## config.mk

```make
export PLATFORM = sky130hd
export DESIGN_NAME = htebp_cmd_fifo
export DESIGN_NICKNAME = d
export VERILOG_FILES = /design/src/htebp_pkg.sv /design/src/htebp_cmd_fifo.sv
export SDC_FILE = /design/constraint.sdc
export NUM_CORES = 1
export LEC_CHECK = 0
export CAP_MARGIN = 20
export CORE_UTILIZATION = 57
export DETAILED_ROUTE_END_ITERATION = 10
export DONT_BUFFER_PORTS = 1
export PLACE_DENSITY = 0.72
export SLEW_MARGIN = 10
export SYNTH_ARGS = -nofsm -noshare
export SYNTH_HDL_FRONTEND = slang
export SYNTH_SLANG_ARGS = --single-unit
```

## constraint.sdc

```tcl
create_clock -name clk -period 5.9 [get_ports clk]
set_clock_uncertainty 0.05 [all_clocks]
set_input_delay 1.18 -clock clk [delete_from_list [all_inputs] [get_ports clk]]
set_output_delay 1.18 -clock clk [all_outputs]
set_load 0.01 [all_outputs]
```

## src/htebp_pkg.sv

```systemverilog
// shared types and constants for the huffman table encoder and bit packer
package htebp_pkg;

    localparam int TABLE_DEPTH  = 256;
    localparam int ADDR_W       = $clog2(TABLE_DEPTH);
    localparam int MAX_CODE_LEN = 32;
    localparam int VALUE_W      = 32;
    localparam int LEN_W        = 6;
    localparam int CODE_LIMIT   = (MAX_CODE_LEN < VALUE_W) ? MAX_CODE_LEN : VALUE_W;
    localparam int BYTE_W       = 8;
    localparam int CNT_W        = 3;
    localparam int QUEUE_DEPTH  = 4;
    localparam int QPTR_W       = $clog2(QUEUE_DEPTH);
    localparam int PADDR_W      = 3;
    localparam int PDATA_W      = 32;

    localparam logic [BYTE_W-1:0] EOF_RESET = 8'd129;

    typedef enum logic [1:0] {
        ACT_LOAD   = 2'd0,
        ACT_ENCODE = 2'd1,
        ACT_END    = 2'd2,
        ACT_NONE   = 2'd3
    } action_t;

    typedef enum logic [0:0] {
        REG_EOF_SYMBOL = 1'b0,
        REG_UNUSED     = 1'b1
    } reg_index_t;

    typedef enum logic {
        PK_IDLE = 1'b0,
        PK_RUN  = 1'b1
    } pk_state_t;

    typedef struct packed {
        logic [VALUE_W-1:0] value;
        logic [LEN_W-1:0]   length;
    } entry_t;

    typedef struct packed {
        logic [VALUE_W-1:0] value;
        logic [LEN_W-1:0]   length;
        logic               is_end;
    } cmd_t;

    typedef struct packed {
        logic full;
        logic empty;
    } q_status_t;

endpackage

```

## src/htebp_cmd_fifo.sv

```systemverilog
// short command queue between lookup and packer
module htebp_cmd_fifo (
    input  logic                 clk,
    input  logic                 rst_n,
    input  logic                 push,
    input  htebp_pkg::cmd_t      push_cmd,
    input  logic                 pop,
    output htebp_pkg::cmd_t      head,
    output htebp_pkg::q_status_t status
);

    htebp_pkg::cmd_t slot_reg [htebp_pkg::QUEUE_DEPTH];
    logic [htebp_pkg::QPTR_W-1:0] wr_ptr_reg, wr_ptr_next;
    logic [htebp_pkg::QPTR_W-1:0] rd_ptr_reg, rd_ptr_next;
    logic [htebp_pkg::QPTR_W:0]   count_reg, count_next;
    logic do_push, do_pop;

    assign status.full  = (count_reg == (htebp_pkg::QPTR_W+1)'(htebp_pkg::QUEUE_DEPTH));
    assign status.empty = (count_reg == '0);
    assign do_push      = push && !status.full;
    assign do_pop       = pop && !status.empty;
    assign head         = slot_reg[rd_ptr_reg];

    always_comb
    begin
        wr_ptr_next = do_push ? wr_ptr_reg + 1'b1 : wr_ptr_reg;
        rd_ptr_next = do_pop ? rd_ptr_reg + 1'b1 : rd_ptr_reg;
        count_next  = count_reg;
        if (do_push && !do_pop)
        begin
            count_next = count_reg + 1'b1;
        end
        else if (do_pop && !do_push)
        begin
            count_next = count_reg - 1'b1;
        end
    end

    always_ff @(posedge clk)
    begin
        if (do_push)
        begin
            slot_reg[wr_ptr_reg] <= push_cmd;
        end
    end

    always_ff @(posedge clk or negedge rst_n)
    begin
        if (!rst_n)
        begin
            wr_ptr_reg <= '0;
            rd_ptr_reg <= '0;
            count_reg  <= '0;
        end
        else
        begin
            wr_ptr_reg <= wr_ptr_next;
            rd_ptr_reg <= rd_ptr_next;
            count_reg  <= count_next;
        end
    end

endmodule

```

## Word level (Yosys, flattened, before mapping)

Memory sizes are Yosys's and may differ from the RTL's.
Cells that the tools add are included.

- Flip-flop bits (word level): 7
- Memories: 1
- Output and inout port bits: 41
- Memory bits (writable): 156
- Word-level logic and storage cells: 23

Memories:

| memory | words | width | read ports | clocked after Yosys merged registers in | write ports | line | RTL |
|---|---|---|---|---|---|---|---|
| slot_reg | 4 | 39 | 1 | 0 | 1 | htebp_cmd_fifo.sv:12 | `htebp_pkg::cmd_t slot_reg [htebp_pkg::QUEUE_DEPTH];` |

- Add/subtract/negate cells: 4
- Reductions and logical operators: 10
- Multiplexer cells: 4
- Equality and inequality tests: 1

Operator list:

| kind | count |
|---|---|
| 3-bit two-way mux | 2 |
| 2-bit by 1-bit adder with 2-bit output (second input constant) | 2 |
| 1-bit logical AND | 4 |
| 1-bit logical NOT | 4 |
| 3-bit by 1-bit adder with 3-bit output (second input constant) | 1 |
| 3-bit equality test (second input constant) | 1 |
| 3-bit logical NOT | 1 |
| 3-bit by 1-bit subtractor with 3-bit output (second input constant) | 1 |
| 1-bit two-way mux | 2 |
| 2-bit nonzero test | 1 |

## Depth between registers and ports, before layout

Gate-level depths: netlist of the first run.

- Word-level depth: 7
- Gate-level depth with buffers: 9

## Worst setup path after synthesis of the first run

No wires, ideal clock.

- Path kind: input to register
- Start: input push
- End: memory slot_reg[0][0] (netlist name) (enable)
- Stages: 3
- Data required time: 5.450 ns
- Arrival time: 2.412 ns
- Setup slack: 3.038 ns
- Cell sequence: nor2b_1 -> buf_6 -> and2_1

- Longest elaborated chain between the ends: 3

RTL lines:

| element | line | RTL |
|---|---|---|
| start: declaration | htebp_cmd_fifo.sv:5 | `input logic push,` |
| 1-bit logical AND | htebp_cmd_fifo.sv:20 | `assign do_push = push && !status.full;` |
| via do_push | htebp_cmd_fifo.sv:16 | `logic do_push, do_pop;` |
| 1-bit two-way mux | htebp_cmd_fifo.sv:41 | `if (do_push)` |
| 1-bit two-way mux (implied by the code) | htebp_cmd_fifo.sv:43 | `slot_reg[wr_ptr_reg] <= push_cmd;` |
| end: declaration | htebp_cmd_fifo.sv:12 |  |

The timed path passes the listed nets, and every way through them passes these cells.

==> impl_metrics.py, run 1 <==
metrics = {
    "timing": {
        "setup_viol": 0,
        "drv_slew": 0,
        "post-route-period-util_pct": 64.4,
        "hold_viol": 0,
        "fin_setup_tns_ns": 0,
        "grt_setup_unrepaired": "false",
        "max_freq_mhz": 263,
        "worstMarginPinSlew_ns": 1.07,
        "final.min_clock_period_ns": 3.80,
        "fin_hold_ws_ns": 0.300,
        "slew_headroom_pct": 29.0,
    },
    "routing": {
        "post_drt_wl_per_cell_um": 23.2,
        "vias_per_cell": 5.87,
        "post-route-drc-count": 0,
        "ant_nets": 0,
        "drt_wl_total_um": 9280,
        "drt-pass1-iter-count": 6,
        "num_vias": 2347,
        "drt_first_iter_violations": 106,
    },
    "floorplanning": {
        "boundaryPins": 84,
        "die_h_um": 105,
        "fp-row-count": 37,
        "die_area_um2": 11100,
        "start_util_pct": 58.9,
        "fp.coreArea_um2": 10400,
        "die_w_um": 105,
    },
    "global_route": {
        "grt_pass1_wl_um": 14500,
        "grt_pass1_vias": 2646,
        "grt_max_degree": 41,
        "antenna_found_initial": 0,
        "overflow": 0,
        "grtUsageTotal_pct": 18.6,
    },
    "synth": {
        "yosysUniqueCellTypes": 21,
        "synth_nets": 289,
        "avgSynthCellArea_um2": 25.4,
        "netlist_area_um2": 6100,
        "yosysWarnings": 0,
        "ys_ff_latch": 163,
        "seq_area_frac_synth_pct": 79.6,
        "synthesis.instances": 240,
    },
    "clock_network": {
        "worstSkewPairLatency_ns": 0.52,
        "cts_tree": "built",
        "clk_pin_slew_ns": 0.07,
        "cts_buffers": 17,
        "hold_buffers": 0,
        "ctsRootBufferMaster": "clkbuf_8",
        "htree_levels": 4,
        "cts_sinks": 163,
        "postCtsResizedCells": 0,
        "cts_setup_buffers": 0,
        "cts_buffer_depth": 2,
    },
    "run": {
        "drv_cap": 0,
    },
    "placement": {
        "place_congestion": 0.658,
        "post-dp-hpwl_um": 5330,
        "port_buffers": 0,
    },
    "power_and_ir_drop": {
        "vdd_drop_max_uv": 410,
        "power_density_nw_per_um2": 524,
        "p_leak_nw": 2.19,
    },
    "finish": {
        "diodes": 0,
        "fin_nets": 300,
        "largest_reg_flops": 156,
        "area_delta_synth_final_pct": 11.2,
        "final_layout_size_suffix_gt1_share_pct": 29.2,
    },
    "worst_setup_path": {
        "cp-end-kind": "output pin",
        "criticalPathCategory": "reg2out",
        "start_kind": "flip-flop",
        "path_max_fanout": 27,
        "crit_arrival_ns": 2.57,
        "reg2reg_to": "slot_reg[3][2]",
        "critPathRequiredTime_ns": 4.67,
        "ff2ff_path_depth": 3,
        "r2r_start": "count_reg[2]",
        "r2r_setup_slack_ns": 3.47,
    },
    "worst_hold_path": {
        "hp-class": "in2async",
    },
    "outcome": {
        "status": "finished, final reports clean",
    },
}
[layout make-up]
type / instances / area (µm²)
fill: 678 / 3580
inverter: 4 / 15.0
tap: 136 / 170
timing repair buffer: 2 / 27.5
clock inverter: 10 / 158
multi-input combinational: 63 / 1110
sequential: 163 / 4860
clock buffer: 22 / 443
[layer usage]
layer | track usage, % | share of wire (%) | up-vias | wire length [µm]
li1 | - | - | 1033 | -
met1 | 21.7 | 39 | 1246 | 3610
met2 | 30.9 | 54 | 63 | 5010
met3 | 7.54 | 6.3 | 5 | 586
met4 | 7.55 | 0.79 | 0 | 73
met5 | 0 | 0 | - | 0
[cells in the mapped netlist]
master / instances / area, µm²
inv_1: 4 / 15.0
mux2_4: 1 / 15.0
and2_1: 4 / 25.0
mux4_1: 1 / 26.3
nor3b_2: 1 / 12.5
xor2_1: 2 / 17.5
edfxtp_1: 156 / 4680
dfrtp_1: 7 / 175
nand3_1: 1 / 5.00
buf_6: 2 / 22.5
ha_1: 5 / 62.6
mux2_2: 1 / 11.3
nor2_1: 1 / 3.75
fa_1: 1 / 20.0
buf_12: 4 / 80.1
buf_2: 4 / 20.0
xnor2_1: 4 / 35.0
nand2_1: 1 / 3.75
mux4_2: 38 / 856
nor2b_1: 1 / 6.26
or3_1: 1 / 6.26
[cell families after synthesis]
logic type | after synthesis | share of synthesized area, %
XOR/XNOR | 6 | 0.861
buffers and inverters | 14 | 2.25
multiplexers | 41 | 14.9
flip-flops | 163 | 79.6
AND/OR/NAND/NOR | 10 | 1.02
adder cells (fa/ha/maj) | 6 | 1.35
[placed cells by master (no fill, tap or decap)]
master	netlist	routed
and2_2	0	4
buf_12	4	1
buf_4	0	1
bufinv_16	0	4
clkbuf_1	0	4
clkbuf_16	0	16
clkbuf_8	0	2
clkinv_2	0	3
clkinvlp_4	0	3
dfrtp_1	7	5
dfrtp_2	0	2
edfxtp_1	156	156
fa_1	1	1
ha_1	5	5
inv_1	4	4
mux2_2	1	1
mux2_4	1	1
mux4_1	1	1
mux4_2	38	38
nand2_1	1	1
nand3_1	1	1
nor2_1	1	1
nor2b_1	1	1
nor3b_2	1	1
or3_1	1	1
xnor2_1	4	4
xor2_1	2	2
[where the power goes]
group	leakage, nW	total, mW	switching (mW)	internal (mW)
Clock	0.285	1.10	0.407	0.696
Combinational	0.393	0.739	0.381	0.358
Sequential	1.51	1.71	0.172	1.54
Total	2.19	3.55	0.960	2.59
[critical path: stages, from the launching register on]
cell,delay (ns)
dfrtp_2,0.94
buf_4,0.44
mux4_1,0.66
[stage by stage]
stage	setup WS [ns]	area, µm²	power [mW]	cells	util [%]
after global placement	2.54	6170	2.48	367	59.5
after floorplan	3.04	6100	2.38	240	-
final	2.10	6790	3.55	400	65.4
after global routing	1.87	6790	3.71	400	65.4
after CTS	1.98	6770	3.59	399	65.3
after detailed placement	2.54	6170	2.50	367	59.5
[worst max path at each step]
| stage | start | end | slack (ns) | depth (start not counted) |
|---|---|---|---|---|
| after floorplan | push | slot_reg[0][0] | 3.04 | 3 |
| after global placement | rd_ptr_reg[0] | head[32] | 2.54 | 2 |
| after detailed placement | rd_ptr_reg[0] | head[32] | 2.54 | 2 |
| after CTS | rd_ptr_reg[0] | head[32] | 1.98 | 2 |
| after global routing | rd_ptr_reg[0] | head[32] | 1.87 | 2 |
| final | rd_ptr_reg[0] | head[32] | 2.10 | 2 |
Note: power is estimated with default switching activity, not from simulation.
==> run 2, diff against run 1 <==
--- a/config.mk
+++ b/config.mk
@@ -5,11 +5,12 @@
 export SDC_FILE = /design/constraint.sdc
 export NUM_CORES = 1
 export LEC_CHECK = 0
+export ABC_AREA = 1
 export CAP_MARGIN = 20
 export CORE_UTILIZATION = 57
 export DETAILED_ROUTE_END_ITERATION = 10
 export DONT_BUFFER_PORTS = 1
-export PLACE_DENSITY = 0.72
+export PLACE_DENSITY = 0.75
 export SLEW_MARGIN = 10
 export SYNTH_ARGS = -nofsm -noshare
 export SYNTH_HDL_FRONTEND = slang
==> constraint.sdc (replaced) <==
create_clock -name clk -period 3.35 [get_ports clk]
set_clock_uncertainty 0.05 [all_clocks]
set_input_delay 0.67 -clock clk [delete_from_list [all_inputs] [get_ports clk]]
set_output_delay 0.67 -clock clk [all_outputs]
set_load 0.01 [all_outputs]
==> impl_metrics.py, run 2 <==
metrics = {
    "placement": {
        "dp_cells": 643,
        "placedInstanceArea_um2": 6780,
        "port_buffers": 0,
        "place_congestion": 0.763,
        "post-dp-hpwl_um": 7020,
    },
    "clock_network": {
        "cts_sinks": 163,
        "cts_buffers": 17,
        "cts_tree": "built",
        "clk_pin_slew_ns": 0.06,
        "postCtsResizedCells": 0,
        "cts_buffer_depth": 2,
        "ctsRootBufferMaster": "clkbuf_16",
        "worstSkewPairLatency_ns": 0.41,
        "htree_levels": 4,
    },
    "floorplanning": {
        "fp.coreArea_um2": 11400,
        "die_h_um": 110,
        "die_area_um2": 12100,
        "fp-row-count": 39,
        "boundaryPins": 84,
        "start_util_pct": 58.4,
        "die_w_um": 110,
    },
    "timing": {
        "setup_viol": 0,
        "max_freq_mhz": 368,
        "grt_setup_unrepaired": "false",
        "worstMarginPinSlew_ns": 0.779,
        "hold_viol": 0,
        "slew_headroom_pct": 48.0,
        "post-route-period-util_pct": 81.1,
        "final.min_clock_period_ns": 2.72,
        "drv_slew": 0,
        "fin_setup_tns_ns": 0,
        "fin_hold_ws_ns": 0.295,
    },
    "finish": {
        "area_delta_synth_final_pct": 9.85,
        "largest_reg_flops": 156,
        "final_layout_size_suffix_gt1_share_pct": 7.14,
        "stdcell_area_um2": 7320,
        "fin_nets": 569,
        "final_common_cell": "edfxtp_1",
        "final_cell_mix": "edfxtp_1, nand2_1, inv_1",
        "layoutNonFillerInstCount": 675,
        "diodes": 0,
    },
    "worst_setup_path": {
        "r2r_setup_slack_ns": 1.14,
        "criticalPathCategory": "reg2out",
        "crit_path_start": "rd_ptr_reg[0]",
        "cpPeakStageDelay_ns": 0.43,
        "path_max_fanout": 47,
        "r2r_start": "count_reg[0]",
        "critPathRequiredTime_ns": 2.63,
        "path_depth": 5,
        "start_kind": "flip-flop",
        "cp-endpoint": "head[25]",
        "cp-end-kind": "output pin",
        "path_buf_inv": 2,
        "cp_top_family": "buffers and inverters",
        "slowest_stage": "buf_4",
        "crit_arrival_ns": 2.00,
        "crit_chain": "inv_4 -> buf_4 -> nand2_1 -> o211ai_1 -> nand2_1",
        "crit_top_cell": "nand2_1",
        "ff2ff_path_depth": 5,
        "reg2reg_to": "slot_reg[1][26]",
    },
    "synth": {
        "synth_most_common_cell": "edfxtp_1",
        "yosysWarnings": 0,
        "synth_area_leaders": "edfxtp_1, o211ai_1, nand2_1, inv_1, dfrtp_1",
        "synthFlopType": "edfxtp_1",
        "synth-edff-count": 156,
        "synth_nets": 566,
        "yosysUniqueCellTypes": 17,
        "netlist_top_cells_count": "edfxtp_1, nand2_1, inv_1",
        "ys_async_sr_fraction_pct": 4.29,
        "netlist_area_um2": 6670,
        "ys_ff_latch": 163,
        "synth_top_area_share_pct": 70.3,
        "avgSynthCellArea_um2": 12.9,
        "seq_area_frac_synth_pct": 72.9,
        "synthesis.instances": 517,
        "yosysTopAreaCell": "edfxtp_1",
    },
    "outcome": {
        "status": "finished, final reports clean",
    },
    "power_and_ir_drop": {
        "power_density_nw_per_um2": 886,
        "power_mw": 6.49,
        "p_leak_nw": 2.88,
        "vdd_drop_max_uv": 541,
    },
    "routing": {
        "drt_first_iter_violations": 276,
        "drt_wl_total_um": 11600,
        "post-route-drc-count": 0,
        "post_drt_wl_per_cell_um": 17.3,
        "num_vias": 3705,
        "vias_per_cell": 5.49,
        "ant_nets": 0,
        "drt-pass1-iter-count": 5,
    },
    "worst_hold_path": {
        "hp-class": "in2reg",
    },
    "global_route": {
        "antenna_found_initial": 0,
        "grt_pass1_wl_um": 18100,
        "grt_pass1_vias": 3575,
        "grt_max_degree": 73,
        "grtUsageTotal_pct": 21.0,
        "overflow": 0,
    },
    "run": {
        "drv_cap": 0,
    },
}
==> run 2: layout make-up <==
class                   instances  area, µm²
repair buffers                 10        115
clock inverters                 8       86.3
fillers                       845       4100
clock buffers                  23        448
multi-input cells             233       1270
flip-flops and latches        163       4860
inverters                      95        359
well taps                     143        179
==> run 2: cells by family after synthesis <==
family	after synthesis	share of synthesized area, %
and+or+nand+nor	147	8.45
AOI/OAI and AO/OA	79	8.86
adders and majority gates	6	1.24
xor gates and xnor gates	1	0.131
DFF	163	72.9
buffers and inverters	121	8.43
==> run 2: worst min path at each step <==
stage                startpoint             end  slack, ns  depth (start not counted)
floorplan                 rst_n    count_reg[0]       0.32                          0
global placement          rst_n    count_reg[2]       0.32                          0
detailed placement        rst_n   wr_ptr_reg[1]       0.32                          0
CTS                 push_cmd[2]  slot_reg[1][2]       0.28                          0
global route        push_cmd[1]  slot_reg[1][1]       0.27                          0
finish              push_cmd[2]  slot_reg[1][2]       0.30                          0
==> run 2: worst register-to-register path: cells and delay by family (launching register included) <==
family / cells / cell delay, ns
simple gates: 3 / 1.03
buf+inv: 2 / 0.42
flops: 1 / 0.41
==> run 2: repair_timing <==
item,CTS,global route
buffers inserted,0,0
endpoints found under the hold margin,7,0
hold buffers,1,0
==> run 2: stage by stage <==
stage,setup slack [ns],utilization (%)
after global placement,1.12,59.4
after detailed placement,1.07,59.4
final,0.633,64.1
after CTS,0.611,64.1
after floorplan,0.406,-
after global routing,0.437,64.1
==> run 2: power breakdown <==
group	leakage, nW	internal (mW)	switching, mW
registers	1.51	2.69	0.115
logic	1.10	0.511	1.41
clock network	0.261	1.08	0.685
==> run 2: layer usage <==
layer | track usage (%) | up-vias | share of wire (%)
met5 | 0 | - | 0
met4 | 8.74 | 0 | 1.5
met3 | 9.64 | 16 | 8.3
met2 | 34.0 | 92 | 49
met1 | 24.3 | 1802 | 41
li1 | - | 1795 | -
==> run 3, diff against run 2 <==
==> constraint.sdc (replaced) <==
create_clock -name clk -period 2.3 [get_ports clk]
set_clock_uncertainty 0.05 [all_clocks]
set_input_delay 0.46 -clock clk [delete_from_list [all_inputs] [get_ports clk]]
set_output_delay 0.46 -clock clk [all_outputs]
set_load 0.01 [all_outputs]
==> impl_metrics.py, run 3 (synthesis results as in run 2) <==
metrics = {
    "outcome": {
        "status": "finished, final reports clean",
    },
    "finish": {
        "final_core_util_pct": 65.1,
        "multi_input_area_um2": 1270,
        "diodes": 0,
        "fin_nets": 572,
        "final_common_cell": "edfxtp_1",
        "final_cell_mix": "edfxtp_1, nand2_1, inv_1",
        "final_layout_size_suffix_gt1_share_pct": 8.40,
        "area_delta_synth_final_pct": 11.5,
        "fill_cells": 800,
        "seqCellArea_um2": 4860,
        "largest_reg_flops": 156,
    },
    "floorplanning": {
        "start_util_pct": 58.4,
        "die_w_um": 110,
        "fp.coreArea_um2": 11400,
        "die_area_um2": 12100,
        "boundaryPins": 84,
        "die_h_um": 110,
        "fp-row-count": 39,
    },
    "worst_setup_path": {
        "start_kind": "flip-flop",
        "cp_top_family": "flip-flops",
        "path_max_fanout": 50,
        "crit_arrival_ns": 1.62,
        "criticalPathCategory": "reg2out",
        "crit_top_cell": "nand2_1",
        "path_buf_inv": 2,
        "critPathRequiredTime_ns": 1.79,
        "cp-end-kind": "output pin",
        "crit_chain": "clkinv_8 -> buf_12 -> nand2_1 -> o211ai_1 -> nand2_1",
        "cpPeakStageDelay_ns": 0.46,
        "slowest_stage": "dfrtp_2",
    },
    "placement": {
        "post-dp-hpwl_um": 6590,
        "place_congestion": 0.718,
        "port_buffers": 0,
    },
    "timing": {
        "final.min_clock_period_ns": 2.13,
        "fin_hold_ws_ns": 0.0859,
        "hold_viol": 0,
        "slew_headroom_pct": 65.6,
        "grt_setup_unrepaired": "false",
        "drv_slew": 0,
        "post-route-period-util_pct": 92.8,
        "worstMarginPinSlew_ns": 0.517,
        "setup_viol": 0,
        "max_freq_mhz": 469,
        "fin_setup_tns_ns": 0,
    },
    "global_route": {
        "grt_pass1_vias": 3586,
        "grt_pass1_wl_um": 17400,
        "antenna_found_initial": 0,
        "grtUsageTotal_pct": 20.1,
        "overflow": 0,
        "grt_max_degree": 51,
    },
    "routing": {
        "post-route-drc-count": 0,
        "drt_first_iter_violations": 246,
        "vias_per_cell": 5.45,
        "ant_nets": 0,
        "drt-pass1-iter-count": 4,
        "num_vias": 3701,
        "drt_wl_total_um": 11400,
        "post_drt_wl_per_cell_um": 16.8,
    },
    "power_and_ir_drop": {
        "power_mw": 9.63,
        "vdd_drop_max_uv": 808,
        "p_leak_nw": 2.91,
        "power_density_nw_per_um2": 1300,
    },
    "clock_network": {
        "cts_setup_buffers": 0,
        "clk_pin_slew_ns": 0.06,
        "ctsRootBufferMaster": "clkbuf_16",
        "cts_tree": "built",
        "cts_sinks": 163,
        "worstSkewPairLatency_ns": 0.41,
        "htree_levels": 4,
        "cts_buffer_depth": 2,
        "cts_buffers": 17,
    },
    "run": {
        "drv_cap": 0,
    },
    "worst_hold_path": {
        "hp-class": "in2reg",
    },
}
## run 3: changes by cell type in the layout (fill, tap and decap cells not counted), sizes merged
cell,previous run,this run
inv,95,94
clkinvlp,0,3
clkbuf,23,18
buf,9,12
clkinv,6,10
## run 3: worst register-to-register path, cell delays in order (launching register included)
cell and delay [ns]:
dfrtp_1 0.43, inv_1 0.09, nand3_1 0.15, nand2_1 0.14
ha_1 0.18, inv_1 0.07, fa_1 0.38, nand2_1 0.11
nand3_1 0.09, nand2_1 0.07, nand2_1 0.05
## run 3: layout make-up
cell class / count / area share, %
clock buffer: 18 / 5.77
tap: 143 / 2.41
multi-input combinational: 233 / 17.1
timing repair buffer: 13 / 2.69
sequential: 163 / 65.4
clock inverter: 14 / 1.62
inverter: 95 / 4.96
## run 3: report_power, final
group	switching, mW	leakage, nW	internal, mW
sequential	0.172	1.51	3.91
clock	1.03	0.261	1.56
combinational	2.07	1.14	0.880
total	3.27	2.91	6.36
## run 3: per-stage QoR
step	setup WS (ns)	instances	instance area (µm²)
floorplan	-0.556	517	6670
global placement	0.482	646	6860
detailed placement	0.406	646	6860
CTS	0.0136	679	7420
global route	0.0468	679	7430
finish	0.166	679	7430
## run 3: worst paths after layout
path / slack [ns] / endpoint / from / cells past startpoint
worst max-delay path: 0.17 / head[6] / rd_ptr_reg[0] / 5
worst min-delay path: 0.09 / slot_reg[3][12] / push_cmd[12] / 0
worst max register to register: 0.40 / count_reg[2] / count_reg[0] / 10
worst min register to register: 0.47 / count_reg[2] / count_reg[2] / 2
max in group asynchronous: 1.60 / rd_ptr_reg[0] / rst_n / 1
min in group asynchronous: 0.33 / wr_ptr_reg[1] / rst_n / 1
## run 3: timing repair
action,in CTS,in global routing
hold buffers,1,0
hold endpoints to repair,7,0
gates resized for setup,0,5
endpoints found under the setup margin,0,28
## run 3: per-layer routing
layer | vias up | global-route usage (%) | part of all wire, %
met5 | - | 0 | 0
met4 | 0 | 9.59 | 1.1
met3 | 9 | 7.76 | 7.0
met2 | 90 | 34.0 | 51
met1 | 1805 | 22.4 | 41
li1 | 1797 | - | -
