$ cat src/htebp_pkg.sv
// shared types and constants for the huffman table encoder and bit packer
package htebp_pkg;

    localparam int TABLE_DEPTH  = 256;
    localparam int ADDR_W       = $clog2(TABLE_DEPTH);
    localparam int MAX_CODE_LEN = 32;
    localparam int VALUE_W      = 32;
    localparam int LEN_W        = 6;
    localparam int CODE_LIMIT   = (MAX_CODE_LEN < VALUE_W) ? MAX_CODE_LEN : VALUE_W;
    localparam int BYTE_W       = 8;
    localparam int CNT_W        = 3;
    localparam int QUEUE_DEPTH  = 4;
    localparam int QPTR_W       = $clog2(QUEUE_DEPTH);
    localparam int PADDR_W      = 3;
    localparam int PDATA_W      = 32;

    localparam logic [BYTE_W-1:0] EOF_RESET = 8'd129;

    typedef enum logic [1:0] {
        ACT_LOAD   = 2'd0,
        ACT_ENCODE = 2'd1,
        ACT_END    = 2'd2,
        ACT_NONE   = 2'd3
    } action_t;

    typedef enum logic [0:0] {
        REG_EOF_SYMBOL = 1'b0,
        REG_UNUSED     = 1'b1
    } reg_index_t;

    typedef enum logic {
        PK_IDLE = 1'b0,
        PK_RUN  = 1'b1
    } pk_state_t;

    typedef struct packed {
        logic [VALUE_W-1:0] value;
        logic [LEN_W-1:0]   length;
    } entry_t;

    typedef struct packed {
        logic [VALUE_W-1:0] value;
        logic [LEN_W-1:0]   length;
        logic               is_end;
    } cmd_t;

    typedef struct packed {
        logic full;
        logic empty;
    } q_status_t;

endpackage

$ cat src/htebp_if.sv


interface htebp_out_if;
    logic       valid;
    logic       ready;
    logic [7:0] out_byte;
    logic       last_of_run;
    logic       stream_end;

    modport source (output valid, out_byte, last_of_run, stream_end, input ready);
    modport sink (input valid, out_byte, last_of_run, stream_end, output ready);
endinterface

$ cat src/htebp_packer.sv
// back end: msb-first bit packer, at most one byte per cycle unless out_ch stalls
module htebp_packer (
    input  logic                 clk,
    input  logic                 rst_n,
    input  htebp_pkg::cmd_t      head,
    input  htebp_pkg::q_status_t q_status,
    output logic                 pop,
    htebp_out_if.source          out_ch
);

    localparam int FILL_W = htebp_pkg::CNT_W + 1;

    htebp_pkg::pk_state_t state_reg, state_next;

    logic [htebp_pkg::BYTE_W-1:0]  buf_reg, buf_next;
    logic [htebp_pkg::CNT_W-1:0]   cnt_reg, cnt_next;
    logic [htebp_pkg::VALUE_W-1:0] val_reg, val_next;
    logic [htebp_pkg::LEN_W-1:0]   rem_reg, rem_next;
    logic                          end_reg, end_next;

    logic                          out_valid_reg, out_valid_next;
    logic [htebp_pkg::BYTE_W-1:0]  out_byte_reg, out_byte_next;
    logic                          out_last_reg, out_last_next;
    logic                          out_end_reg, out_end_next;

    logic                          out_free;
    logic [FILL_W-1:0]             space, take, fill;
    logic [htebp_pkg::BYTE_W-1:0]  top_bits, merged;
    logic [htebp_pkg::LEN_W-1:0]   rem_after;
    logic                          zero_rem, full, done;
    logic                          emit, emit_last, emit_end;
    logic [htebp_pkg::BYTE_W-1:0]  emit_byte;

    assign out_free = !out_valid_reg || out_ch.ready;

    // bits taken this cycle: whatever fits in the partial byte
    always_comb
    begin
        space     = FILL_W'(htebp_pkg::BYTE_W) - {1'b0, cnt_reg};
        take      = (rem_reg < htebp_pkg::LEN_W'(space)) ? rem_reg[FILL_W-1:0] : space;
        top_bits  = val_reg[htebp_pkg::VALUE_W-1 -: htebp_pkg::BYTE_W]
                  & ~(8'hFF >> take);
        merged    = buf_reg | (top_bits >> cnt_reg);
        fill      = {1'b0, cnt_reg} + take;
        full      = (fill == FILL_W'(htebp_pkg::BYTE_W));
        rem_after = rem_reg - htebp_pkg::LEN_W'(take);
        zero_rem  = (rem_reg == '0);
        done      = zero_rem || ((rem_after == '0) && (!end_reg || full));
    end

    always_comb
    begin
        state_next = state_reg;
        unique case (state_reg)
            htebp_pkg::PK_IDLE:
            begin
                if (!q_status.empty)
                begin
                    state_next = htebp_pkg::PK_RUN;
                end
            end
            htebp_pkg::PK_RUN:
            begin
                if (out_free && done)
                begin
                    state_next = htebp_pkg::PK_IDLE;
                end
            end
        endcase
    end

    always_comb
    begin
        pop       = 1'b0;
        buf_next  = buf_reg;
        cnt_next  = cnt_reg;
        val_next  = val_reg;
        rem_next  = rem_reg;
        end_next  = end_reg;
        emit      = 1'b0;
        emit_byte = merged;
        emit_last = 1'b0;
        emit_end  = 1'b0;
        unique case (state_reg)
            htebp_pkg::PK_IDLE:
            begin
                pop = !q_status.empty;
                if (!q_status.empty)
                begin
                    // left-align the code so its first bit sits at the top
                    val_next = head.value
                             << (htebp_pkg::LEN_W'(htebp_pkg::VALUE_W) - head.length);
                    rem_next = head.length;
                    end_next = head.is_end;
                end
            end
            htebp_pkg::PK_RUN:
            begin
                if (out_free)
                begin
                    if (zero_rem)
                    begin
                        // end of stream: flush the partial byte, zero padded
                        if (end_reg)
                        begin
                            emit      = 1'b1;
                            emit_byte = buf_reg;
                            emit_last = 1'b1;
                            emit_end  = 1'b1;
                            buf_next  = '0;
                            cnt_next  = '0;
                        end
                    end
                    else
                    begin
                        val_next = val_reg << take;
                        rem_next = rem_after;
                        if (full)
                        begin
                            emit      = 1'b1;
                            emit_end  = end_reg && (rem_after == '0);
                            emit_last = end_reg ? (rem_after == '0)
                                      : (rem_after < htebp_pkg::LEN_W'(htebp_pkg::BYTE_W));
                            buf_next  = '0;
                            cnt_next  = '0;
                        end
                        else
                        begin
                            buf_next = merged;
                            cnt_next = fill[htebp_pkg::CNT_W-1:0];
                        end
                    end
                end
            end
        endcase
    end

    always_comb
    begin
        out_valid_next = out_valid_reg;
        out_byte_next  = out_byte_reg;
        out_last_next  = out_last_reg;
        out_end_next   = out_end_reg;
        if (emit)
        begin
            out_valid_next = 1'b1;
            out_byte_next  = emit_byte;
            out_last_next  = emit_last;
            out_end_next   = emit_end;
        end
        else if (out_ch.ready)
        begin
            out_valid_next = 1'b0;
        end
    end

    always_ff @(posedge clk or negedge rst_n)
    begin
        if (!rst_n)
        begin
            state_reg     <= htebp_pkg::PK_IDLE;
            buf_reg       <= '0;
            cnt_reg       <= '0;
            rem_reg       <= '0;
            end_reg       <= 1'b0;
            out_valid_reg <= 1'b0;
        end
        else
        begin
            state_reg     <= state_next;
            buf_reg       <= buf_next;
            cnt_reg       <= cnt_next;
            rem_reg       <= rem_next;
            end_reg       <= end_next;
            out_valid_reg <= out_valid_next;
        end
    end

    always_ff @(posedge clk)
    begin
        val_reg      <= val_next;
        out_byte_reg <= out_byte_next;
        out_last_reg <= out_last_next;
        out_end_reg  <= out_end_next;
    end

    assign out_ch.valid       = out_valid_reg;
    assign out_ch.out_byte    = out_byte_reg;
    assign out_ch.last_of_run = out_last_reg;
    assign out_ch.stream_end  = out_end_reg;

endmodule

$ cat src/flat_wrapper.sv
// flat-port wrapper written by rule: the top's interface ports become plain ports
module htebp_packer_flat 
  (clk, rst_n, head, q_status, pop, out_ch_valid, out_ch_out_byte, out_ch_last_of_run, out_ch_stream_end, out_ch_ready);
  htebp_out_if out_ch_i ();
  input  logic clk;
  input  logic rst_n;
  input  htebp_pkg::cmd_t head;
  input  htebp_pkg::q_status_t q_status;
  output logic pop;
  output wire logic [$bits(out_ch_i.valid)-1:0] out_ch_valid;
  output wire logic [$bits(out_ch_i.out_byte)-1:0] out_ch_out_byte;
  output wire logic [$bits(out_ch_i.last_of_run)-1:0] out_ch_last_of_run;
  output wire logic [$bits(out_ch_i.stream_end)-1:0] out_ch_stream_end;
  input wire logic [$bits(out_ch_i.ready)-1:0] out_ch_ready;
  assign out_ch_valid = out_ch_i.valid;
  assign out_ch_out_byte = out_ch_i.out_byte;
  assign out_ch_last_of_run = out_ch_i.last_of_run;
  assign out_ch_stream_end = out_ch_i.stream_end;
  assign out_ch_i.ready = out_ch_ready;
  htebp_packer u_core (.clk(clk), .rst_n(rst_n), .head(head), .q_status(q_status), .pop(pop), .out_ch(out_ch_i));
endmodule
$ cat config.mk
export PLATFORM = sky130hd
export DESIGN_NAME = htebp_packer_flat
export DESIGN_NICKNAME = d
export VERILOG_FILES = /design/src/htebp_pkg.sv /design/src/htebp_if.sv /design/src/htebp_packer.sv /design/src/flat_wrapper.sv
export SDC_FILE = /design/constraint.sdc
export NUM_CORES = 1
export LEC_CHECK = 0
export BUFFER_PORTS_ARGS = -buffer_cell sky130_fd_sc_hd__buf_2
export CAP_MARGIN = 20
export CORE_UTILIZATION = 35
export CTS_CLUSTER_SIZE = 20
export DETAILED_ROUTE_END_ITERATION = 10
export PLACE_DENSITY = 0.63
export SYNTH_ARGS = -nofsm -noshare
export SYNTH_HDL_FRONTEND = slang
export SYNTH_SLANG_ARGS = --single-unit
$ cat constraint.sdc
create_clock -name clk -period 4.9 [get_ports clk]
set_input_delay 0.735 -clock clk [delete_from_list [all_inputs] [get_ports clk]]
set_output_delay 0.735 -clock clk [all_outputs]
set_load 0.01 [all_outputs]
Word level (Yosys, flattened, before mapping)
Index checks and enable logic that the tools add are counted.

word-level totals
  flip-flop bits (word level) = 62
  output and inout bits = 12
  word-level logic and storage cells = 81

cells by class
  add/sub/neg operators = 4
  order comparisons = 2
  equality and inequality tests = 5
  shifts and indexed selects = 4
  multiplexer cells = 35
  bitwise operators = 5
  reduce and logical (&&, ||, !) cells = 16

operators by type and width
  kind                   count
  $mux W32               3
  $pmux W32 S2           1
  $mux W8                7
  $shl A32 B4 Y32        1
  $shl A32 B6 Y32        1
  $mux W6                3
  $mux W1                15
  $logic_not A6 Y1       2
  $pmux W6 S2            1
  $mux W3                3
  $and A8 B8 Y8          1
  $not A8 Y8             1
  $or A8 B8 Y8           1
  $shr A8 B3 Y8          1
  $shr A8 B4 Y8 const A  1
  $lt A6 B4 Y1           1
  $lt A6 B4 Y1 const B   1
  $ne A2 B2 Y1 const B   3
  $reduce_and A3 Y1      2
  $sub A6 B4 Y6          1
  $sub A6 B6 Y6 const A  1
  $add A3 B4 Y4          1
  $eq A4 B4 Y1 const B   1
  $mux W4                1
  9 further kinds        17

Longest topological paths before layout
Gate-level depths: netlist of run 1.

  word-level depth = 12
  depth in mapped cells = 24
  mapped depth without buffers = 21

Worst setup path before layout of run 1
No wires, ideal clock.

  path type = register to register
  from = reg u_core.cnt_reg[0] (netlist bit)
  to = reg u_core.buf_reg[4] (netlist bit)
  library setup time = 132 ps
  arrival time = 5036 ps
  slack = -268 ps
  cell stages (with the launch flop) = 24
  buffers on the path = 3
  path through = dfrtp_1 > clkbuf_1 > clkinv_1 > ha_1 > clkbuf_1 > inv_1 > ha_1 > o211ai_1 > o21a_2 > o21ai_4 > mux2i_4 > inv_2 > buf_4 > ha_1 > inv_1 > fa_1 > xnor2_1 > or3b_2 > nor4_1 > nor3_1 > a21o_4 > inv_4 > or3_1 > o22ai_1

on the way
  word-level cells in the longest chain between the ends = 10
  elaborated cells on any way between the ends = 12
  those cells by class = 2 x add/sub; 1 x order compare; 1 x eq/ne; 2 x shift; 3 x mux; 3 x bitwise

RTL lines
  element                 line                 text
  start, declared         htebp_packer.sv:16   logic [htebp_pkg::CNT_W-1:0] cnt_reg, cnt_next;
  start signal, assigned  htebp_packer.sv:172  cnt_reg <= cnt_next;
  $sub A4 B3 Y4           htebp_packer.sv:39   space = FILL_W'(htebp_pkg::BYTE_W) - {1'b0, cnt_reg};
  $lt A6 B4 Y1            htebp_packer.sv:40   take = (rem_reg < htebp_pkg::LEN_W'(space)) ? rem_reg[FILL_W-1:0] : space;
  $mux W4                 htebp_packer.sv:40
  $shr A8 B4 Y8           htebp_packer.sv:42   & ~(8'hFF >> take);
  $not A8 Y8              htebp_packer.sv:42
  $and A8 B8 Y8           htebp_packer.sv:42
  $shr A8 B3 Y8           htebp_packer.sv:43   merged = buf_reg | (top_bits >> cnt_reg);
  $or A8 B8 Y8            htebp_packer.sv:43
  $mux W8 (*)             htebp_packer.sv:118  if (full)
  $mux W8 (*)             htebp_packer.sv:101  if (zero_rem)
  end signal, assigned    htebp_packer.sv:171  buf_reg <= buf_next;
  end, declared           htebp_packer.sv:15   logic [htebp_pkg::BYTE_W-1:0] buf_reg, buf_next;

Mark *: on every way between the ends. The rest lies on a longest branch, timed or not.
A chain may end at the register's enable or synchronous reset.

Worst setup path after layout of run 1
Ends and elaborated chain as after synthesis.

==> results.tsv, run 1 <==
stage	metric	value	unit
run_status	status	complete, no violations	
place	Placer Congestion	0.941	
global_routing	first-pass GRT wire length	28.2	mm
worst_setup_path	max incr delay on CP	480	ps
worst_setup_path	crit-path max FO	19	
synthesis	Yosys reg bits	62	
synthesis	Mean Syn Cell Area	9.02	um^2
timing	Rel. slew slack	0.442	
drt	Vias	5776	
place	hpwl dp	13.0	mm
drt	DR pass1 iterations	5	
drt	Post-Route WL	17.4	mm
final_layout	number of flip-flops in the largest register	32	
synthesis	cell accounting for the most synthesized area	edfxtp_1	
synthesis	EDFF count, synth	42	
die	die width	137	um
die	initial core utilization	0.363	
drt	number of DRC markers in iteration 0	484	
synthesis	Synth warnings	0	
worst_setup_path	Startpoint Class	register	
min_path	min-delay worst type	primary input to asynchronous set/reset pin	
clock_tree	worst skew pair latency	350	ps
synthesis	post-synthesis cell count	704	
clock_tree	CTS tree	done	
final_layout	synthesis-to-layout area growth	13.4	%
clock_tree	H-Tree Depth	3	
worst_setup_path	cell family with most CP delay	adder cells	
worst_setup_path	Worst Path Buf+Inv	5	
final_layout	fillers	1709	
worst_setup_path	CP dominant cell by count	ha_1	
drt	DRC viols	0	
synthesis	top post-synthesis cells by count	mux2i_1 (106), nand2_1 (104), edfxtp_1 (42), nor2_1 (41), o21ai_0 (38)	
synthesis	Syn Std Cell Area	6350	um^2
synthesis	sequential element share of the synthesized area	0.277	
clock_tree	Clock Tree Root	clkbuf_16	
die	row count	48	
flow_run	max cap viols	0	
timing	f_max	216	MHz
final_layout	share of post-route cells with drive strength above 1	0.204	
global_routing	grt total ovfl	0	
drt	wire length per cell	17.8	um
worst_setup_path	Critical Path End Type	register	
timing	Setup TNS Final	0	ps
worst_setup_path	CP max-delay cell	or3b_2	
synthesis	Yosys cell types	75	
clock_tree	clock-pin transition on the worst setup and hold timing paths	70	ps
global_routing	antenna violations before repair	0	
die	die area	18700	um^2
clock_tree	CTS resizes	0	
worst_setup_path	crit-path cells	clkinvlp_4 -> ha_1 -> inv_1 -> ha_1 -> o211ai_1 -> o21a_2 -> o21ai_4 -> mux2i_4 -> inv_2 -> ha_1 -> inv_1 -> fa_1 -> xnor2_1 -> or3b_2 -> nor4_1 -> nor3_1 -> a21o_4 -> inv_4 -> or3_1 -> o22ai_1	
synthesis	Synth top area share	0.199	
die	Ports	56	
final_layout	register area	1760	um^2
timing	clock skew	13.0	ps
global_routing	pin count of the biggest net entering global routing	36	
timing	RSZ-0062 raised after global routing	no	
clock_tree	post-CTS setup buffer count	0	
final_layout	area occupied by multi-input gates	4250	um^2
global_routing	vias in the first global route	5439	
synthesis	Post-Synthesis Net Count	759	
timing	Tcrit/Tclk final	0.946	
worst_setup_path	WP data arrival	4860	ps
global_routing	Tot GR Track Use	0.194	
place	count of port buffers added during placement	54	
clock_tree	CTS max path bufs	2	
synthesis	Synth area leaders	edfxtp_1 (20%), mux2i_1 (17%), dfrtp_1 (7.9%), mux4_2 (7.8%), nand2_1 (6.1%)	
synthesis	Async SR Flop Fraction	0.323	
die	core box area	17500	um^2
drt	DR vias/cell	5.92	
timing	fin crit period	4640	ps
final_layout	nets@finish	800	
synthesis	most common cell in the netlist	mux2i_1	
timing	count of final setup violators	0	
clock_tree	Sink Count	62	
clock_tree	hold buffer count at cts	0	
die	die span in y	137	um
timing	Slew @ Worst Pin	834	ps
clock_tree	TritonCTS Buffers	9	
drt	Antenna Nets Post-Route	0	
timing	fin. max-slew vios	0	
worst_setup_path	WS Path Type	register to register	
final_layout	ANT cells	0	
timing	final hold viol count	0	
synthesis	Top FF cell, synth	edfxtp_1	
worst_setup_path	worst endpoint required time	5120	ps
## routing by layer
layer | vias to the layer above | routed length [um] | part of all wire | track usage
li1 | 2776 | - | - | -
met1 | 2749 | 8240 | 0.47 | 0.272
met2 | 215 | 7690 | 0.44 | 0.294
met3 | 36 | 926 | 0.053 | 0.0281
met4 | 0 | 514 | 0.030 | 0.0895
met5 | - | 0 | 0 | 0
## through the flow
step | util | instance area (um^2) | instances | hold WS (ps) | setup WS, ps
floorplan | - | 6350 | 704 | 439 | 24.2
global placement | 0.394 | 6880 | 959 | 457 | 416
detailed placement | 0.394 | 6880 | 959 | 462 | 325
CTS | 0.411 | 7180 | 975 | 357 | 272
global route | 0.412 | 7200 | 975 | 372 | 11.6
finish | 0.412 | 7200 | 975 | 337 | 265
## final timing paths
kind,from,to,slack [ps],depth (start not counted)
setup / recovery,u_core.cnt_reg[0],u_core.buf_reg[4],260,20
hold / removal,rst_n,u_core.state_reg,340,1
setup reg to reg,u_core.cnt_reg[0],u_core.buf_reg[4],260,20
hold reg to reg,u_core.buf_reg[3],u_core.buf_reg[3],470,2
max in group asynchronous,rst_n,u_core.rem_reg[0],4220,1
min in group clk,u_core.buf_reg[3],u_core.buf_reg[3],470,2
## layout make-up
| cell class | instances | area share |
|---|---|---|
| flip-flops and latches | 62 | 0.245 |
| inverters | 28 | 0.0158 |
| clock inverters | 7 | 0.0109 |
| multi-input cells | 561 | 0.590 |
| well taps | 225 | 0.0391 |
| repair buffers | 83 | 0.0678 |
| clock buffers | 9 | 0.0313 |
## worst register-to-register path: stages, from the launching register on
cell and delay (ps):
dfrtp_1 410, clkinvlp_4 190, ha_1 350, inv_1 70
ha_1 320, o211ai_1 220, o21a_2 210, o21ai_4 80
mux2i_4 210, inv_2 110, ha_1 180, inv_1 60
fa_1 400, xnor2_1 160, or3b_2 480, nor4_1 240
nor3_1 140, a21o_4 250, inv_4 180, or3_1 170
o22ai_1 80
## kinds of logic (layout without fill, tap and decap cells)
group | Yosys count | after routing | synth area share
multiplexers | 136 | 136 | 0.263
AO/OA/AOI/OAI | 197 | 197 | 0.216
buffers and inverters | 81 | 127 | 0.0585
flip-flops | 62 | 62 | 0.277
XOR/XNOR | 13 | 13 | 0.0203
AND/OR/NAND/NOR | 204 | 204 | 0.142
adder cells (fa/ha/maj) | 11 | 11 | 0.0229
## cell usage in the layout, fill, tap and decap left out, drive strengths merged, types with 4 or more instances in the layout
| cell type | Yosys | final |
|---|---|---|
| xnor2 | 9 | 9 |
| o211ai | 19 | 19 |
| ha | 10 | 10 |
| a31oi | 9 | 9 |
| xor2 | 4 | 4 |
| nor2 | 41 | 41 |
| nand3 | 16 | 16 |
| o22ai | 22 | 22 |
| mux4 | 22 | 22 |
| o221ai | 16 | 16 |
| and2 | 5 | 5 |
| a22oi | 12 | 12 |
| dfrtp | 20 | 20 |
| nor3 | 11 | 11 |
| nand2 | 104 | 104 |
| mux2i | 108 | 108 |
| edfxtp | 42 | 42 |
| nor2b | 4 | 4 |
| nand2b | 4 | 4 |
| or3 | 4 | 4 |
| a211oi | 10 | 10 |
| o31ai | 7 | 7 |
| o21ai | 41 | 41 |
| inv | 26 | 30 |
| a21oi | 31 | 31 |
| clkbuf | 27 | 9 |
| mux2 | 6 | 6 |
| nor3b | 4 | 4 |
| buf | 26 | 83 |
Power of run 1 is left out: the tool's default activity adds up to more than one toggle a clock period on the data nets, which glitch-free logic cannot reach.
==> run 2: changes to the inputs <==
Settings changed: ABC_CLOCK_PERIOD_IN_PS set to 4900, BUFFER_PORTS_ARGS -buffer_cell sky130_fd_sc_hd__buf_2 to unset, DONT_BUFFER_PORTS set to 1, PLACE_DENSITY 0.63 to 0.61.
==> run 2 against run 1 <==
Via count shrank 4.3%. Non-clock buffer count shrank 56. Utilization shrank 1.6 points. Critical path type unchanged. Highest routed layer unchanged.
==> results.tsv, run 2 (synthesis gave the netlist of run 1 again) <==
stage	metric	value	unit	change
die	die width	137	um	unchanged
drt	Antenna Nets Post-Route	0		unchanged
die	initial core utilization	0.363		unchanged
final_layout	number of flip-flops in the largest register	32		unchanged
timing	Slew @ Worst Pin	743	ps	-90.7 ps
timing	Tcrit/Tclk final	0.931		-0.0151
global_routing	pin count of the biggest net entering global routing	36		unchanged
global_routing	vias in the first global route	5255		-3.4%
die	row count	48		unchanged
drt	Vias	5529		-4.3%
clock_tree	CTS tree	done		
worst_setup_path	WS Path Type	register to register		
place	count of port buffers added during placement	0		-100%
die	Ports	56		unchanged
clock_tree	Sink Count	62		unchanged
run_status	status	complete, no violations		
drt	Post-Route WL	17.4	mm	+0.12%
timing	Setup TNS Final	0	ps	unchanged
worst_setup_path	max incr delay on CP	470	ps	about the same
drt	DR pass1 iterations	5		unchanged
worst_setup_path	CP dominant cell by count	ha_1		
die	core box area	17500	um^2	unchanged
clock_tree	Clock Tree Root	clkbuf_16		
final_layout	most common cell after layout, fill and taps aside	mux2i_1		
worst_setup_path	Critical Path End Type	register		
final_layout	share of post-route cells with drive strength above 1	0.137		-0.0671
worst_setup_path	CP max-delay cell	or3b_2		
flow_run	max cap viols	0		unchanged
die	die area	18700	um^2	unchanged
timing	f_max	219	MHz	+1.6%
global_routing	first-pass GRT wire length	27.8	mm	-1.4%
timing	final hold viol count	0		unchanged
final_layout	most frequent cells in the layout	mux2i_1 (106), nand2_1 (104), edfxtp_1 (42)		
timing	Rel. slew slack	0.505		+0.0632
worst_setup_path	cell family with most CP delay	adder cells		
worst_setup_path	crit-path max FO	19		unchanged
final_layout	nets@finish	744		-7.0%
worst_setup_path	worst endpoint required time	5120	ps	about the same
final_layout	synthesis-to-layout area growth	9.07	%	
global_routing	Tot GR Track Use	0.192		-0.00272
worst_setup_path	Worst Path Buf+Inv	5		unchanged
clock_tree	CTS max path bufs	2		unchanged
timing	fin. max-slew vios	0		unchanged
timing	worst setup margin	339	ps	+74.0 ps
clock_tree	hold buffer count at cts	0		unchanged
worst_setup_path	Startpoint Class	register		
min_path	min-delay worst type	primary input to asynchronous set/reset pin		
clock_tree	TritonCTS Buffers	9		unchanged
place	hpwl dp	13.0	mm	-0.62%
drt	wire length per cell	18.9	um	+6.2%
final_layout	ANT cells	0		unchanged
drt	DRC viols	0		unchanged
global_routing	grt total ovfl	0		unchanged
worst_setup_path	WP data arrival	4780	ps	-80 ps
drt	DR vias/cell	6.02		+1.6%
timing	count of final setup violators	0		unchanged
place	Placer Congestion	0.901		-4.3%
worst_setup_path	crit-path cells	clkinvlp_4 -> ha_1 -> inv_1 -> ha_1 -> o211ai_1 -> o21a_2 -> o21ai_4 -> mux2i_4 -> inv_2 -> ha_1 -> inv_1 -> fa_1 -> xnor2_1 -> or3b_2 -> nor4_1 -> nor3_1 -> a21o_4 -> inv_4 -> or3_1 -> o22ai_1		
timing	RSZ-0062 raised after global routing	no		
die	die span in y	137	um	unchanged
global_routing	antenna violations before repair	0		unchanged
timing	fin crit period	4560	ps	-74.0 ps
place	Placement Setup Slack	349	ps	+23.6 ps
timing	clock skew	13.6	ps	+0.691 ps
drt	number of DRC markers in iteration 0	493		+1.9%
clock_tree	H-Tree Depth	3		unchanged
clock_tree	worst skew pair latency	350	ps	about the same
clock_tree	clock-pin transition on the worst setup and hold timing paths	70	ps	about the same
-- run 2: metal layers --
metal | vias to the layer above | wire length (um) | GRT usage
met4 | 0 | 393 | 0.0691
met2 | 216 | 7730 | 0.297
li1 | 2667 | - | -
met5 | - | 0 | 0
met1 | 2619 | 8270 | 0.273
met3 | 27 | 1010 | 0.0226
-- run 2: path summary, 6_finish.rpt --
kind                                    from                end  slack (ps)  depth (start not counted)
max in group asynchronous              rst_n  u_core.buf_reg[2]        4750                          0
min reg2reg                u_core.buf_reg[3]  u_core.buf_reg[3]         470                          2
min in group clk           u_core.buf_reg[3]  u_core.buf_reg[3]         470                          2
max                        u_core.cnt_reg[0]  u_core.buf_reg[4]         340                         20
min                                    rst_n  u_core.rem_reg[1]          80                          0
max reg2reg                u_core.cnt_reg[0]  u_core.buf_reg[4]         340                         20
-- run 2: through the flow --
step                      hold WS (ps)   util  std cells  cell area [um^2]
after floorplan                    439      -        704              6350
after global placement             440  0.377        903              6590
after detailed placement           440  0.377        903              6590
after CTS                         71.7  0.396        919              6920
after global routing              69.0  0.396        919              6920
final                             75.2  0.396        919              6920
-- run 2: area by class of cell --
| type | count | area (um^2) |
|---|---|---|
| fillers | 1733 | 10600 |
| repair buffers | 27 | 203 |
| flip-flops and latches | 62 | 1760 |
| inverters | 28 | 113 |
| clock inverters | 7 | 103 |
| clock buffers | 9 | 225 |
| well taps | 225 | 282 |
| multi-input cells | 561 | 4240 |
-- run 2: what timing repair did --
action	in CTS	in global routing
gates resized for setup	0	1
buffers inserted	0	0
endpoints found under the setup margin	0	1
Power of run 2 is left out for the same reason.
==> run 3: changes to the inputs <==
Settings changed: GPL_TIMING_DRIVEN set to 0, PLACE_DENSITY 0.61 to unset.
==> run 3 against run 2 <==
Worst hold slack about the same. Maximum frequency decreased by 2.1%. Utilization increased by 1.6 points. Critical path depth increased by 1. Cell area increased by 3.9%. Sequential share of layout area decreased by 0.96 points. Routed wire length increased by 12%. Clock skew decreased by 5.0 ps. Register-to-register slack got worse by 100 ps. Critical path type unchanged. Highest routed layer unchanged.
==> results.tsv, run 3 (synthesis gave the netlist of run 1 again) <==
stage	metric	value	unit	change
worst_setup_path	WS Path Type	register to register		
place	placed cells	930		+3.0%
final_layout	utilization after layout	0.412		+0.0155
die	die width	137	um	unchanged
drt	Post-Route WL	19.4	mm	+12%
clock_tree	worst skew pair latency	350	ps	about the same
place	hpwl dp	15.0	mm	+16%
worst_setup_path	WP data arrival	4900	ps	+120 ps
place	Placement Setup Slack	-722	ps	-1070 ps
timing	Rel. slew slack	0.437		-0.0682
drt	Vias	5756		+4.1%
place	Placer Congestion	0.946		+5.0%
clock_tree	CTS tree	done		
global_routing	grt total ovfl	0		unchanged
die	initial core utilization	0.363		unchanged
final_layout	share of post-route cells with drive strength above 1	0.156		+0.0193
min_path	min-delay worst type	primary input to asynchronous set/reset pin		
final_layout	number of flip-flops in the largest register	32		unchanged
die	core box area	17500	um^2	unchanged
clock_tree	Sink Count	62		unchanged
timing	Tcrit/Tclk final	0.951		+0.0203
worst_setup_path	crit-path cells	clkbuf_8 -> clkinv_4 -> ha_4 -> clkbuf_8 -> inv_1 -> ha_4 -> nor3b_1 -> o21ai_1 -> a21oi_4 -> mux2_4 -> buf_6 -> inv_6 -> fa_2 -> nor3b_2 -> nand3_1 -> mux2i_1 -> nor3_2 -> a21o_4 -> clkinv_8 -> buf_4 -> a2111oi_2		
drt	DR pass1 iterations	5		unchanged
final_layout	synthesis-to-layout area growth	13.3	%	
clock_tree	CTS max path bufs	2		unchanged
final_layout	ANT cells	0		unchanged
worst_setup_path	Startpoint Class	register		
die	die span in y	137	um	unchanged
timing	f_max	215	MHz	-2.1%
final_layout	Non-Filler Instances	955		+3.9%
final_layout	most common cell after layout, fill and taps aside	mux2i_1		
timing	clock skew	8.65	ps	-4.99 ps
global_routing	antenna violations before repair	0		unchanged
drt	Antenna Nets Post-Route	0		unchanged
run_status	status	complete, no violations		
timing	count of final setup violators	0		unchanged
clock_tree	H-Tree Depth	3		unchanged
worst_setup_path	worst endpoint required time	5140	ps	+20 ps
timing	hold_ws	74.7	ps	-0.447 ps
clock_tree	Clock Tree Root	clkbuf_16		
worst_setup_path	max incr delay on CP	490	ps	+20 ps
die	row count	48		unchanged
drt	DR vias/cell	6.03		+0.18%
timing	fin. max-slew vios	0		unchanged
die	die area	18700	um^2	unchanged
final_layout	most frequent cells in the layout	mux2i_1 (106), nand2_1 (104), edfxtp_1 (42)		
die	Ports	56		unchanged
global_routing	Tot GR Track Use	0.218		+0.0264
worst_setup_path	Critical Path End Type	register		
drt	DRC viols	0		unchanged
flow_run	max cap viols	0		unchanged
timing	fin crit period	4660	ps	+99.6 ps
timing	Slew @ Worst Pin	839	ps	+96.3 ps
timing	worst setup margin	239	ps	-99.6 ps
clock_tree	clock-pin transition on the worst setup and hold timing paths	60	ps	about the same
global_routing	pin count of the biggest net entering global routing	21		-42%
drt	wire length per cell	20.3	um	+7.4%
worst_setup_path	crit-path max FO	18		-1
global_routing	first-pass GRT wire length	31.0	mm	+11%
timing	final hold viol count	0		unchanged
final_layout	nets@finish	780		+4.8%
clock_tree	TritonCTS Buffers	9		unchanged
place	count of port buffers added during placement	0		unchanged
worst_setup_path	CP max-delay cell	fa_2		
drt	number of DRC markers in iteration 0	456		-7.5%
global_routing	vias in the first global route	5564		+5.9%
clock_tree	hold buffer count at cts	0		unchanged
[run 3: changes by cell type in the layout (fill, tap and decap cells not counted), sizes merged]
cell,delta
buf,+9
clkinv,+2
inv,-2
bufinv,-1
clkinvlp,+1
clkbuf,+27
[run 3: per-layer routing]
metal  GRT usage  vias to the layer above  wire, um
li1            -                     2745         -
met1       0.306                     2708      8850
met2       0.329                      269      8640
met3      0.0415                       34      1460
met4      0.0815                        0       466
met5           0                        -         0
[run 3: final cells by class]
class | instances | area, um^2
Clock buffer | 9 | 225
Sequential cell | 62 | 1760
Timing Repair Buffer | 12 | 97.6
Buffer | 51 | 302
Multi-Input combinational cell | 561 | 4320
Clock inverter | 7 | 80.1
Tap cell | 225 | 282
Fill cell | 1722 | 10300
Inverter | 28 | 133
[run 3: final timing paths]
path	from	endpoint	slack, ps	depth (start not counted)
max in group asynchronous	rst_n	u_core.buf_reg[4]	4740	0
min	rst_n	u_core.rem_reg[2]	70	0
min in group clk	u_core.buf_reg[3]	u_core.buf_reg[3]	490	2
min reg2reg	u_core.buf_reg[3]	u_core.buf_reg[3]	490	2
max reg2reg	u_core.cnt_reg[1]	u_core.buf_reg[1]	240	21
max	u_core.cnt_reg[1]	u_core.buf_reg[1]	240	21
[run 3: worst max-delay path, delay by kind of cell, from the launching register on]
| family | cells | cell delay [ps] |
|---|---|---|
| AND/OR/NAND/NOR | 4 | 860 |
| adder cells (fa/ha/maj) | 3 | 940 |
| multiplexers | 2 | 400 |
| flip-flops | 1 | 360 |
| buffers and inverters | 8 | 1060 |
| AO/OA/AOI/OAI | 4 | 930 |
[run 3: timing repair]
item / CTS / global route
resized for setup: 21 / 16
pin swaps: 4 / 8
buffers inserted: 8 / 3
endpoints found under the setup margin: 22 / 20
hold endpoints to repair: 0 / 0
[run 3: through the flow]
stage	TNS, ps	instance area, um^2
after floorplan	0	6350
after global placement	-11090	6640
after detailed placement	-12350	6650
after CTS	0	7090
after global routing	-1.06	7200
final	0	7200
Power of run 3 is left out for the same reason.
